<file path="src/hdl/slvg_pkg.sv">
// ----------------------------------------------------------------------------
// slvg_pkg: shared types and constants of the velocity governor
// Field widths, zone and register codes, and the words that travel between
// the front end, the divider pipeline and the top level.
// ----------------------------------------------------------------------------
package slvg_pkg;

	localparam int unsigned POS_W  = 16;  // measured position, signed
	localparam int unsigned VEL_W  = 15;  // velocity demand, signed
	localparam int unsigned CMD_W  = 11;  // velocity command, signed
	localparam int unsigned ZONE_W = 3;
	localparam int unsigned MAG_W  = 14;  // magnitude of the clamped demand
	localparam int unsigned FAC_W  = 11;  // scale numerator (distance)
	localparam int unsigned DIV_W  = 15;  // divisor, ten times the band width
	localparam int unsigned REM_W  = MAG_W + FAC_W;
	localparam int unsigned QBITS  = 10;  // quotient never exceeds 1023
	localparam int unsigned RNG_W  = 15;
	localparam int unsigned NEAR_W = 11;
	localparam int unsigned VMAX_W = 10;
	localparam int unsigned CFG_W  = 15;
	localparam int unsigned IDX_W  = 2;
	localparam int unsigned EXT_W  = 18;  // room for position against range

	localparam logic [ZONE_W-1:0] ZONE_WITHIN   = 3'd0;
	localparam logic [ZONE_W-1:0] ZONE_NEAR_POS = 3'd1;
	localparam logic [ZONE_W-1:0] ZONE_NEAR_NEG = 3'd2;
	localparam logic [ZONE_W-1:0] ZONE_PAST_POS = 3'd3;
	localparam logic [ZONE_W-1:0] ZONE_PAST_NEG = 3'd4;
	localparam logic [ZONE_W-1:0] ZONE_FAILED   = 3'd5;

	localparam logic [IDX_W-1:0] REG_TRAVEL_LIMIT = 2'd0;
	localparam logic [IDX_W-1:0] REG_SLOW_BAND    = 2'd1;
	localparam logic [IDX_W-1:0] REG_SPEED_CAP    = 2'd2;
	localparam logic [IDX_W-1:0] REG_ENABLE       = 2'd3;

	localparam logic [RNG_W-1:0]  RST_TRAVEL_LIMIT = 15'd1800;
	localparam logic [NEAR_W-1:0] RST_SLOW_BAND    = 11'd100;
	localparam logic [VMAX_W-1:0] RST_SPEED_CAP    = 10'd360;

	typedef struct packed {
		logic [RNG_W-1:0]  travel_limit;
		logic [NEAR_W-1:0] slow_band;
		logic [VMAX_W-1:0] speed_cap;
		logic              enable;
	} slvg_cfg_t;

	// One word in flight through the divider.
	typedef struct packed {
		logic [ZONE_W-1:0]       zone;
		logic                    cmd_valid;
		logic                    force_cmd;  // bypass the quotient
		logic signed [CMD_W-1:0] fixed_cmd;
		logic                    neg;
		logic [REM_W-1:0]        rem;
		logic [DIV_W-1:0]        divisor;
		logic [QBITS-1:0]        quot;
	} slvg_div_t;

endpackage

</file>
<file path="src/hdl/slvg_front.sv">
// ----------------------------------------------------------------------------
// slvg_front: demand clamp, zone classification and scale product
// Three register stages: compare, select, multiply. Produces the dividend
// and divisor for the divider pipeline.
// ----------------------------------------------------------------------------
module slvg_front
	import slvg_pkg::*;
(
	input  logic                    clk,
	input  logic                    arst_n,
	input  slvg_cfg_t               cfg,
	input  logic                    in_valid,
	output logic                    in_ready,
	input  logic signed [POS_W-1:0] measured_position,
	input  logic                    position_ok,
	input  logic signed [VEL_W-1:0] velocity_demand,
	output logic                    out_valid,
	input  logic                    out_ready,
	output slvg_div_t               out_item
);

	typedef struct packed {
		logic                    ok;
		logic signed [VEL_W-1:0] vc;
		logic                    gt_r;
		logic                    lt_nr;
		logic                    gt_rn;
		logic                    lt_nrn;
		logic signed [EXT_W-1:0] dpos;
		logic signed [EXT_W-1:0] dneg;
	} s1_t;

	typedef struct packed {
		logic [ZONE_W-1:0]       zone;
		logic                    cmd_valid;
		logic                    force_cmd;
		logic signed [CMD_W-1:0] fixed_cmd;
		logic                    neg;
		logic [MAG_W-1:0]        vmag;
		logic [FAC_W-1:0]        factor;
		logic [DIV_W-1:0]        divisor;
	} s2_t;

	logic      vld_s1, vld_s2, vld_s3;
	logic      rdy1, rdy2, rdy3;
	s1_t       d_s1, n1;
	s2_t       d_s2, n2;
	slvg_div_t d_s3, n3;

	assign rdy3     = !vld_s3 || out_ready;
	assign rdy2     = !vld_s2 || rdy3;
	assign rdy1     = !vld_s1 || rdy2;
	assign in_ready = rdy1;

	// Stage 1: clamp the demand and compare the position against the limits.
	logic signed [EXT_W-1:0] p18, r18, n18;
	logic [MAG_W-1:0]        lim;
	logic signed [VEL_W:0]   v16, lim16, nlim16;

	always_comb begin
		p18    = {{(EXT_W-POS_W){measured_position[POS_W-1]}}, measured_position};
		r18    = $signed({{(EXT_W-RNG_W){1'b0}}, cfg.travel_limit});
		n18    = $signed({{(EXT_W-NEAR_W){1'b0}}, cfg.slow_band});
		lim    = ({{(MAG_W-VMAX_W){1'b0}}, cfg.speed_cap} << 3)
			+ ({{(MAG_W-VMAX_W){1'b0}}, cfg.speed_cap} << 1);
		v16    = {velocity_demand[VEL_W-1], velocity_demand};
		lim16  = $signed({{(VEL_W+1-MAG_W){1'b0}}, lim});
		nlim16 = -lim16;
		n1.ok  = position_ok;
		if (v16 > lim16) begin
			n1.vc = lim16[VEL_W-1:0];
		end else if (v16 < nlim16) begin
			n1.vc = nlim16[VEL_W-1:0];
		end else begin
			n1.vc = velocity_demand;
		end
		n1.gt_r   = p18 > r18;
		n1.lt_nr  = p18 < -r18;
		n1.gt_rn  = p18 > (r18 - n18);
		n1.lt_nrn = p18 < (n18 - r18);
		n1.dpos   = r18 - p18;
		n1.dneg   = p18 + r18;
	end

	// Stage 2: pick the zone and the scale, or a fixed command.
	logic                    scaled;
	logic signed [EXT_W-1:0] dsel;
	logic signed [VEL_W-1:0] vneg;
	logic signed [CMD_W-1:0] vmax11;
	logic signed [EXT_W-1:0] nsel;

	always_comb begin
		scaled       = 1'b0;
		dsel         = d_s1.dpos;
		vneg         = -d_s1.vc;
		vmax11       = $signed({1'b0, cfg.speed_cap});
		nsel         = $signed({{(EXT_W-NEAR_W){1'b0}}, cfg.slow_band});
		n2.cmd_valid = d_s1.ok && cfg.enable;
		n2.neg       = d_s1.vc[VEL_W-1];
		n2.vmag      = d_s1.vc[VEL_W-1] ? vneg[MAG_W-1:0] : d_s1.vc[MAG_W-1:0];
		n2.force_cmd = !n2.cmd_valid;
		n2.fixed_cmd = '0;
		n2.factor    = FAC_W'(1);
		n2.divisor   = DIV_W'(10);
		if (!d_s1.ok) begin
			n2.zone = ZONE_FAILED;
		end else if (d_s1.gt_r) begin
			n2.zone      = ZONE_PAST_POS;
			n2.force_cmd = 1'b1;
			n2.fixed_cmd = n2.cmd_valid ? -vmax11 : '0;
		end else if (d_s1.lt_nr) begin
			n2.zone      = ZONE_PAST_NEG;
			n2.force_cmd = 1'b1;
			n2.fixed_cmd = n2.cmd_valid ? vmax11 : '0;
		end else if (d_s1.gt_rn) begin
			n2.zone = ZONE_NEAR_POS;
			scaled  = !d_s1.vc[VEL_W-1] && (cfg.slow_band != '0);
			dsel    = d_s1.dpos;
		end else if (d_s1.lt_nrn) begin
			n2.zone = ZONE_NEAR_NEG;
			scaled  = d_s1.vc[VEL_W-1] && (cfg.slow_band != '0);
			dsel    = d_s1.dneg;
		end else begin
			n2.zone = ZONE_WITHIN;
		end
		if (scaled) begin
			if (dsel[EXT_W-1]) begin
				n2.factor = '0;
			end else if (dsel > nsel) begin
				n2.factor = cfg.slow_band;
			end else begin
				n2.factor = dsel[FAC_W-1:0];
			end
			n2.divisor = ({{(DIV_W-NEAR_W){1'b0}}, cfg.slow_band} << 3)
				+ ({{(DIV_W-NEAR_W){1'b0}}, cfg.slow_band} << 1);
		end
	end

	// Stage 3: dividend is the demand magnitude times the scale numerator.
	always_comb begin
		n3.zone      = d_s2.zone;
		n3.cmd_valid = d_s2.cmd_valid;
		n3.force_cmd = d_s2.force_cmd;
		n3.fixed_cmd = d_s2.fixed_cmd;
		n3.neg       = d_s2.neg;
		n3.rem       = {{(REM_W-MAG_W){1'b0}}, d_s2.vmag}
			* {{(REM_W-FAC_W){1'b0}}, d_s2.factor};
		n3.divisor   = d_s2.divisor;
		n3.quot      = '0;
	end

	always_ff @(posedge clk or negedge arst_n) begin
		if (!arst_n) begin
			vld_s1 <= 1'b0;
			vld_s2 <= 1'b0;
			vld_s3 <= 1'b0;
		end else begin
			if (rdy1) vld_s1 <= in_valid;
			if (rdy2) vld_s2 <= vld_s1;
			if (rdy3) vld_s3 <= vld_s2;
		end
	end

	always_ff @(posedge clk) begin
		if (rdy1 && in_valid) d_s1 <= n1;
		if (rdy2 && vld_s1)   d_s2 <= n2;
		if (rdy3 && vld_s2)   d_s3 <= n3;
	end

	assign out_valid = vld_s3;
	assign out_item  = d_s3;

endmodule

</file>
<file path="src/hdl/slvg_divider.sv">
// ----------------------------------------------------------------------------
// slvg_divider: pipelined restoring divider
// One quotient bit per stage, most significant first, with a valid bit and
// a local stall per stage so bubbles are squeezed out.
// ----------------------------------------------------------------------------
module slvg_divider
	import slvg_pkg::*;
(
	input  logic      clk,
	input  logic      arst_n,
	input  logic      in_valid,
	output logic      in_ready,
	input  slvg_div_t in_item,
	output logic      out_valid,
	input  logic      out_ready,
	output slvg_div_t out_item
);

	logic      vld_s [QBITS];
	slvg_div_t d_s   [QBITS];
	logic      rdy   [QBITS+1];

	assign rdy[QBITS] = out_ready;

	for (genvar k = 0; k < QBITS; k++) begin : g_step
		localparam int unsigned B = QBITS - 1 - k;

		slvg_div_t        cur, nxt;
		logic             cur_v;
		logic [REM_W-1:0] dsh;

		if (k == 0) begin : g_first
			assign cur   = in_item;
			assign cur_v = in_valid;
		end else begin : g_next
			assign cur   = d_s[k-1];
			assign cur_v = vld_s[k-1];
		end

		assign rdy[k] = !vld_s[k] || rdy[k+1];

		always_comb begin
			nxt = cur;
			dsh = {{(REM_W-DIV_W){1'b0}}, cur.divisor} << B;
			if (cur.rem >= dsh) begin
				nxt.rem     = cur.rem - dsh;
				nxt.quot[B] = 1'b1;
			end
		end

		always_ff @(posedge clk or negedge arst_n) begin
			if (!arst_n) begin
				vld_s[k] <= 1'b0;
			end else if (rdy[k]) begin
				vld_s[k] <= cur_v;
			end
		end

		always_ff @(posedge clk) begin
			if (rdy[k] && cur_v) d_s[k] <= nxt;
		end
	end

	assign in_ready  = rdy[0];
	assign out_valid = vld_s[QBITS-1];
	assign out_item  = d_s[QBITS-1];

endmodule

</file>
<file path="src/hdl/soft_limit_velocity_governor.sv">
// ----------------------------------------------------------------------------
// soft_limit_velocity_governor: soft-limit velocity governor for one joint
// Each accepted input word passes through fourteen register stages.
// Throughput is one word per cycle while results are taken; each stage
// stalls only when it is full and the stage after it cannot move, so a waiting
// result holds back the input only once all fourteen stages are full.
// Reset (arst_n low) empties the pipeline and loads the register defaults:
// range 1800, band 100, max velocity 360, disabled.
// ----------------------------------------------------------------------------
module soft_limit_velocity_governor
	import slvg_pkg::*;
(
	input  logic                    clk,
	input  logic                    arst_n,
	// configuration write port
	input  logic                    cfg_write,
	input  logic [IDX_W-1:0]        cfg_index,
	input  logic [CFG_W-1:0]        cfg_data,
	// input words
	input  logic                    in_valid,
	output logic                    in_ready,
	input  logic signed [POS_W-1:0] measured_position,
	input  logic                    position_ok,
	input  logic signed [VEL_W-1:0] velocity_demand,
	// result words
	output logic                    out_valid,
	input  logic                    out_ready,
	output logic [ZONE_W-1:0]       zone,
	output logic signed [CMD_W-1:0] velocity_command,
	output logic                    command_valid
);

	// Configuration registers. The user must write them only while the pipeline is
	// empty (the block itself does not enforce it), so every stage reads them directly.
	logic [RNG_W-1:0]  travel_limit_q;
	logic [NEAR_W-1:0] slow_band_q;
	logic [VMAX_W-1:0] speed_cap_q;
	logic              enable_q;
	slvg_cfg_t         cfg;

	always_ff @(posedge clk or negedge arst_n) begin
		if (!arst_n) begin
			travel_limit_q <= RST_TRAVEL_LIMIT;
			slow_band_q    <= RST_SLOW_BAND;
			speed_cap_q    <= RST_SPEED_CAP;
			enable_q       <= 1'b0;
		end else if (cfg_write) begin
			case (cfg_index)
				REG_TRAVEL_LIMIT: travel_limit_q <= cfg_data[RNG_W-1:0];
				REG_SLOW_BAND:    slow_band_q    <= cfg_data[NEAR_W-1:0];
				REG_SPEED_CAP:    speed_cap_q    <= cfg_data[VMAX_W-1:0];
				REG_ENABLE:       enable_q       <= cfg_data[0];
				default: begin
				end
			endcase
		end
	end

	assign cfg.travel_limit = travel_limit_q;
	assign cfg.slow_band    = slow_band_q;
	assign cfg.speed_cap    = speed_cap_q;
	assign cfg.enable       = enable_q;

	// Front end: stages 1 to 3 clamp the demand, classify the position and
	// form the dividend (demand magnitude times remaining distance) and the
	// divisor (ten times the band width). Unscaled motion uses a factor of
	// one over ten, which gives the same truncation toward zero.
	logic      front_valid, front_ready;
	slvg_div_t front_item;

	slvg_front u_front (
		.clk               (clk),
		.arst_n            (arst_n),
		.cfg               (cfg),
		.in_valid          (in_valid),
		.in_ready          (in_ready),
		.measured_position (measured_position),
		.position_ok       (position_ok),
		.velocity_demand   (velocity_demand),
		.out_valid         (front_valid),
		.out_ready         (front_ready),
		.out_item          (front_item)
	);

	// Stages 4 to 13 divide the magnitude, one quotient bit per stage.
	logic      div_valid, div_ready;
	slvg_div_t div_item;

	slvg_divider u_divider (
		.clk       (clk),
		.arst_n    (arst_n),
		.in_valid  (front_valid),
		.in_ready  (front_ready),
		.in_item   (front_item),
		.out_valid (div_valid),
		.out_ready (div_ready),
		.out_item  (div_item)
	);

	// Stage 14 is the output register. It restores the sign of the quotient,
	// or takes the fixed command for the past-limit zones and for words that
	// must not drive the servo (disabled or failed read).
	logic                    vld_s14;
	logic [ZONE_W-1:0]       zone_s14;
	logic signed [CMD_W-1:0] cmd_s14;
	logic                    cvalid_s14;
	logic signed [CMD_W-1:0] mag;
	logic signed [CMD_W-1:0] cmd_n;

	assign div_ready = !vld_s14 || out_ready;

	always_comb begin
		mag = $signed({{(CMD_W-QBITS){1'b0}}, div_item.quot});
		if (div_item.force_cmd) begin
			cmd_n = div_item.fixed_cmd;
		end else if (div_item.neg) begin
			cmd_n = -mag;
		end else begin
			cmd_n = mag;
		end
	end

	always_ff @(posedge clk or negedge arst_n) begin
		if (!arst_n) begin
			vld_s14 <= 1'b0;
		end else if (div_ready) begin
			vld_s14 <= div_valid;
		end
	end

	always_ff @(posedge clk) begin
		if (div_ready && div_valid) begin
			zone_s14   <= div_item.zone;
			cmd_s14    <= cmd_n;
			cvalid_s14 <= div_item.cmd_valid;
		end
	end

	assign out_valid        = vld_s14;
	assign zone             = zone_s14;
	assign velocity_command = cmd_s14;
	assign command_valid    = cvalid_s14;

endmodule

</file>
<file path="config.mk">
export PLATFORM = sky130hd
export DESIGN_NAME = soft_limit_velocity_governor
export DESIGN_NICKNAME = d
export VERILOG_FILES = /design/src/hdl/slvg_pkg.sv /design/src/hdl/slvg_front.sv /design/src/hdl/slvg_divider.sv /design/src/hdl/soft_limit_velocity_governor.sv
export SDC_FILE = /design/constraint.sdc
export NUM_CORES = 2
export LEC_CHECK = 0
export ABC_AREA = 1
export BUFFER_PORTS_ARGS = -buffer_cell sky130_fd_sc_hd__buf_2
export CORE_MARGIN = 3
export CORE_UTILIZATION = 35
export DETAILED_ROUTE_END_ITERATION = 8
export GPL_TIMING_DRIVEN = 0
export REMOVE_ABC_BUFFERS = 1
export SKIP_CTS_REPAIR_TIMING = 1
export SLEW_MARGIN = 20
export SYNTH_ARGS = -nofsm -noshare
export SYNTH_HDL_FRONTEND = slang
export SYNTH_SLANG_ARGS = --single-unit
</file>
<file path="constraint.sdc">
create_clock -name clk -period 10.6 [get_ports clk]
set_input_delay 2.65 -clock clk [delete_from_list [all_inputs] [get_ports clk]]
set_output_delay 2.65 -clock clk [all_outputs]
set_load 0.02 [all_outputs]
</file>
==> Word-level counts from Yosys, hierarchy flattened <==
Memory sizes are Yosys's and may differ from the RTL's.
Cells that the tools add are included.
{ "totals": {"reg_bits": 236, "latch_bits": 0, "ram_bits": 670, "rom_bits": 0, "inputBits": 54, "output_inout_bits": 17, "elab_cells": 213, "mem_count": 1} }
{ "memory_table": {"columns": ["memory", "words", "word_bits", "read_ports", "rd_ports_with_merged_regs", "write_ports", "line", "source"], "rows": [
  ["u_divider.d_s", 10, 67, 10, 0, 10, "slvg_divider.sv:20", "slvg_div_t d_s [QBITS];"]
]} }
{ "op_classes": {"n_addsub": 21, "multipliers": 1, "n_div": 0, "magnitude_cmp": 17, "eq_ne": 3, "shift": 0, "mux": 66, "bitwise_logic": 2, "reduce_logical": 55} }
{ "ops": {"columns": ["op", "n"], "rows": [
  ["two-way mux 25 bit", 10],
  ["two-way mux 18 bit", 5],
  ["two-way mux 11 bit", 4],
  ["two-way mux 1 bit", 36],
  ["two-way mux 12 bit", 3],
  ["> comparator 16 bit", 2],
  ["two-way mux 14 bit", 2],
  [">= comparator 25 x 15 -> 1 bit", 1],
  [">= comparator 25 x 16 -> 1 bit", 1],
  [">= comparator 25 x 17 -> 1 bit", 1],
  [">= comparator 25 x 18 -> 1 bit", 1],
  [">= comparator 25 x 19 -> 1 bit", 1],
  [">= comparator 25 x 20 -> 1 bit", 1],
  [">= comparator 25 x 21 -> 1 bit", 1],
  [">= comparator 25 x 22 -> 1 bit", 1],
  [">= comparator 25 x 23 -> 1 bit", 1],
  [">= comparator 25 x 24 -> 1 bit", 1],
  ["multiplier 14 x 11 -> 25 bit", 1],
  ["subtractor 25 x 15 -> 25 bit", 1],
  ["subtractor 25 x 16 -> 25 bit", 1],
  ["subtractor 25 x 17 -> 25 bit", 1],
  ["subtractor 25 x 18 -> 25 bit", 1],
  ["subtractor 25 x 19 -> 25 bit", 1],
  ["subtractor 25 x 20 -> 25 bit", 1],
  ["other kinds (33)", 86]
]} }

==> Depth between registers and ports, before layout <==
{ "depth": {"ltp_word": 16, "mapped_depth": 28, "mapped_depth_nobuf": 27} }

==> Hierarchy <==
A second synthesis with hierarchy kept.
{ "unflattened": {"hier_cells": 6342, "hier_area_um2": 55995.0} }
{ "by_module_without_submodules": {"columns": ["mod", "n_inst", "cells_each", "area_per_inst_um2", "seq_area_each_um2"], "rows": [
  ["slvg_divider", 1, 3923, 35821.9, 20369.5],
  ["slvg_front", 1, 2183, 17818.3, 5029.8],
  ["soft_limit_velocity_governor", 1, 236, 2354.8, 1415.1]
]} }

==> Worst setup path after synthesis <==
OpenSTA, ideal clock, no wires.
{ "synth_timing": {"path_type": "input -> output", "start": "in out_ready", "end": "out in_ready", "t_arrival_ns": 3.754, "t_required_ns": 7.950, "slack_ns": 4.196, "path_stages": 10, "n_path_buf": 0, "path_cell_list": "nor2_4 nand4_2 nor2_4 nand4_4 nor2_2 nand2_2 nor2_2 nand2_2 nor2_4 nand2_2"} }
{ "synth_via": {"elab_chain_len": 14} }
{ "synth_lines": {"columns": ["item", "line", "source"], "rows": [
  ["from (decl)", "soft_limit_velocity_governor.sv:27", "input logic out_ready,"],
  ["logical OR 1 bit", "soft_limit_velocity_governor.sv:110", "assign div_ready = !vld_s14 || out_ready;"],
  ["logical OR 1 bit (10 in a row)", "slvg_divider.sv:40", "assign rdy[k] = !vld_s[k] || rdy[k+1];"],
  ["logical OR 1 bit", "slvg_front.sv:50", "assign rdy3 = !vld_s3 || out_ready;"],
  ["logical OR 1 bit", "slvg_front.sv:51", "assign rdy2 = !vld_s2 || rdy3;"],
  ["logical OR 1 bit", "slvg_front.sv:52", "assign rdy1 = !vld_s1 || rdy2;"],
  ["to (decl)", "soft_limit_velocity_governor.sv:21", "output logic in_ready,"]
]} }
Every way passes these cells.

==> Final worst setup path <==
Ends and elaborated chain as after synthesis.

==> results <==
- The run finished with clean final reports.
- The count of port buffers added during placement is 70.
- Setup repair after global routing left no endpoint under its margin.
- The count of state elements after synthesis is 807.
- The time the worst path needs with I/O delays and setup is 7070 ps.
- After routing the design area is 52900 um^2.
- The ratio of cells with drive above 1 in the final layout is 0.0801.
- The average via count per standard cell is 4.76.
- The overall via count from detail_route is 31579.
- The worst-margin pin slew is 1000 ps.
- Detailed placement finished with a half-perimeter wire length of 83.6 mm.
- The total inserted antenna cells is 0.
- The final-layout fill cell count is 12986.
- Dividing the final minimum period by the clock period gives 0.667.
- The tool flagged a number of max-cap violations equal to 0.
- Final hold analysis gives a worst-case slack of 384 ps.
- The startpoint of the worst register-to-register path is u_front.d_s2[25].
- After technology mapping, the gate count stands at 4704.
- 71 I/O pins were placed.
- The setup path with the least slack is of type in2out.
- Global routing finished with a remaining overflow of 0.
- The signal on the critical path passes through buf_2 -> nor2_4 -> nand4_2 -> nor2_4 -> nand4_4 -> nor2_2 -> nand2_2 -> nor2_2 -> nand2_2 -> nor2_4 -> nand2_2 -> buf_2.
- The area enclosed by the die boundary is 140000 um^2.
- The placement-stage cell area is 50100 um^2.
- The number of detailed-routing iterations run before antenna repair is 5.
- For this run, the leading register cell type out of synthesis is edfxtp_1.
- In this run the critical register-to-register path is captured at u_front.out_item[44].
- The worst setup path is captured at a primary output.
- The library cell used most frequently in the layout, excluding fill and tap cells, is nand2_1.
- The type of element launching the critical path is an input pin.
- Adding up every negative setup slack in the final design gives 0 ps.
- The final layout contains 5337 nets.
- The clock latency on the worst-skew pair is 690 ps.
- The cell sitting at the root of the clock tree is a clkbuf_16.
- In this run the tightest slew margin relative to its limit is 0.331.
- In this run, synthesis inferred 756 flip-flops with an integrated enable.
- The die extent in y is 374 um.
- The top cell types in the final layout, fill and taps aside, are nand2_1, edfxtp_1, inv_1.
- Across every metal layer, demand over resource in global routing totals 0.149.
- The final-report hold violation count is 0.
- In this run the mean area of a mapped cell was 10.1 um^2.
- The area growth from synthesis to layout is 11.5%.
- The overall routed net length is 105 mm.
- Once routing completed, OpenROAD measured the worst setup slack at 3530 ps.
- VDD sags by at most 0.146 mV.
- The number of violations reported at the end of detailed-routing iteration 0 is 1738.
- Derived from the worst setup path, the maximum achievable clock frequency is 0.142 GHz.
- The average wire per cell in the routed design is 15.8 um.
- The cell area after technology mapping is 47400 um^2.
- After synthesis, the cell types taking the most area are edfxtp_1, ha_1, nand2_1.
- The number of antenna violations at the first check in global routing came to 1.
- The slowest cell on the critical path is nor2_4.
- The number of warning messages in the yosys log is 0.
- The clock net in this run drives a total of 807 sinks.
- The areal power density over the cells is 274 nW/um^2.
- The register-to-register path setup slack is 5060 ps.
- The pin count of the biggest net entering global routing is 61.
- The routability congestion estimate is 0.891.
- The placeable core region is 134000 um^2.
- The starting density of the core is 0.354.
- The distinct cell type count after synthesis is 76.
- Counting cells, the worst reg-to-reg path comes to 17.
- The first global-routing pass estimated 168 mm of wire.
- The floorplan has 134 rows.
- The async set-reset flop share out of synthesis is 0.0632.
- The number of pins with negative max-slew slack in the final report is 0.
- The CTS tree is built.
- The final routed DRC violation total is 0.
- The worst endpoint required time is 7950 ps.
- The maximum fanout along the worst path is 4.
- Setup violations remaining at the end of the flow were counted as 0.
- Counting the buffers created by CTS gives 84.
- The width of the die is 374 um.
- The capture point of the critical path is in_ready.
- The static power due to leakage is 23.0 nW.
- The biggest area contributor in the post-synthesis netlist is edfxtp_1.
- The worst hold path belongs to the class reg2reg.
- The stage delay of the slowest cell on the critical path is 220 ps.
- The most critical setup path has its startpoint at out_ready.
- On the final layout, the worst clock skew is 46.6 ps.
- Clock-pin slew was measured on the worst setup and hold paths at 60 ps.
- The arrival time reported for the critical path endpoint is 4420 ps.
- The clock tree synthesis step divided the H-tree into 3 levels.
- The top-area cell type share of the netlist area is 0.478.
- The longest clock path from root to sink contains 3 buffers.
- The sequential area share after synthesis is 0.506.
- The number of global-route vias before repair is 31255.
- Before CTS, the worst setup slack after placement is 3500 ps.
- The number of nets with antenna violations after routing is 0.
## per-layer routing
metal,track usage,up-vias,share of wire
li1,-,15983,-
met1,0.192,14889,0.44
met2,0.258,548,0.49
met3,0.0212,159,0.038
met4,0.0493,0,0.031
met5,0,-,0
## through the flow
stage	util	instances	total power, W
6_report	0.395	6634	0.0145
5_1_grt	0.395	6634	0.0157
4_1_cts	0.395	6634	0.0146
3_5_place_dp	0.374	6480	0.0116
3_3_place_gp	0.370	6460	0.0115
2_1_floorplan	-	4622	0.00984
## worst max-delay path: cells and delay by family
family | cells | cell delay (ps)
simple gates | 10 | 1480
buf+inv | 2 | 280
## cells by family (layout without fill, tap and decap cells)
logic type / Yosys count / after routing / share of synthesized area
AO/OA/AOI/OAI: 778 / 778 / 0.0934
buffers and inverters: 845 / 1007 / 0.0694
adder cells (fa/ha/maj): 485 / 485 / 0.147
XOR/XNOR: 237 / 237 / 0.0439
AND/OR/NAND/NOR: 1550 / 1550 / 0.140
multiplexers: 2 / 2 / 0.000475
flip-flops: 807 / 807 / 0.506
## how the worst min path moves through the flow
stage | endpoint | depth (start not counted) | start
6_report | u_front.out_item[61] | 0 | u_front.d_s2[51]
5_1_grt | u_divider.d_s[1][56] | 0 | u_divider.d_s[0][56]
4_1_cts | u_front.out_item[61] | 0 | u_front.d_s2[51]
3_5_place_dp | u_divider.d_s[0][50] | 0 | u_front.out_item[50]
3_3_place_gp | u_divider.d_s[5][55] | 0 | u_divider.d_s[4][55]
2_1_floorplan | command_valid | 0 | u_divider.d_s[9][63]
## synthesized netlist by cell type (all sizes together) (49+ instances only)
| cell | instances |
|---|---|
| nand3 | 130 |
| nand2 | 961 |
| xor2 | 155 |
| nor2 | 291 |
| inv | 762 |
| ha | 363 |
| edfxtp | 756 |
| xnor2 | 82 |
| nor3 | 59 |
| fa | 122 |
| clkbuf | 49 |
| o21ai | 331 |
| a21oi | 302 |
## sequential cells by signal (all words and copies together), names as in the netlist, 10 cells and up
signal,cells
u_front.out_item,56
u_front.d_s1,53
u_front.d_s2,56
velocity_command,11
slow_band_q,11
u_divider.d_s,576
travel_limit_q,15
speed_cap_q,10
## cell type report
class	count	area, um^2	share of cell area
Inverter	763	2880	0.0543
Sequential cell	807	24000	0.453
Tap cell	1768	2210	0.0418
Clock inverter	55	653	0.0123
Timing Repair Buffer	90	785	0.0148
Multi-Input combinational cell	3052	20200	0.382
Clock buffer	99	2180	0.0412
## power breakdown
| part | internal [W] | switching, W |
|---|---|---|
| clock | 0.00174 | 0.00126 |
| combinational | 0.00232 | 0.00388 |
| sequential | 0.00474 | 0.000541 |
| total | 0.00880 | 0.00568 |
Power figures use the tool's default switching activity.
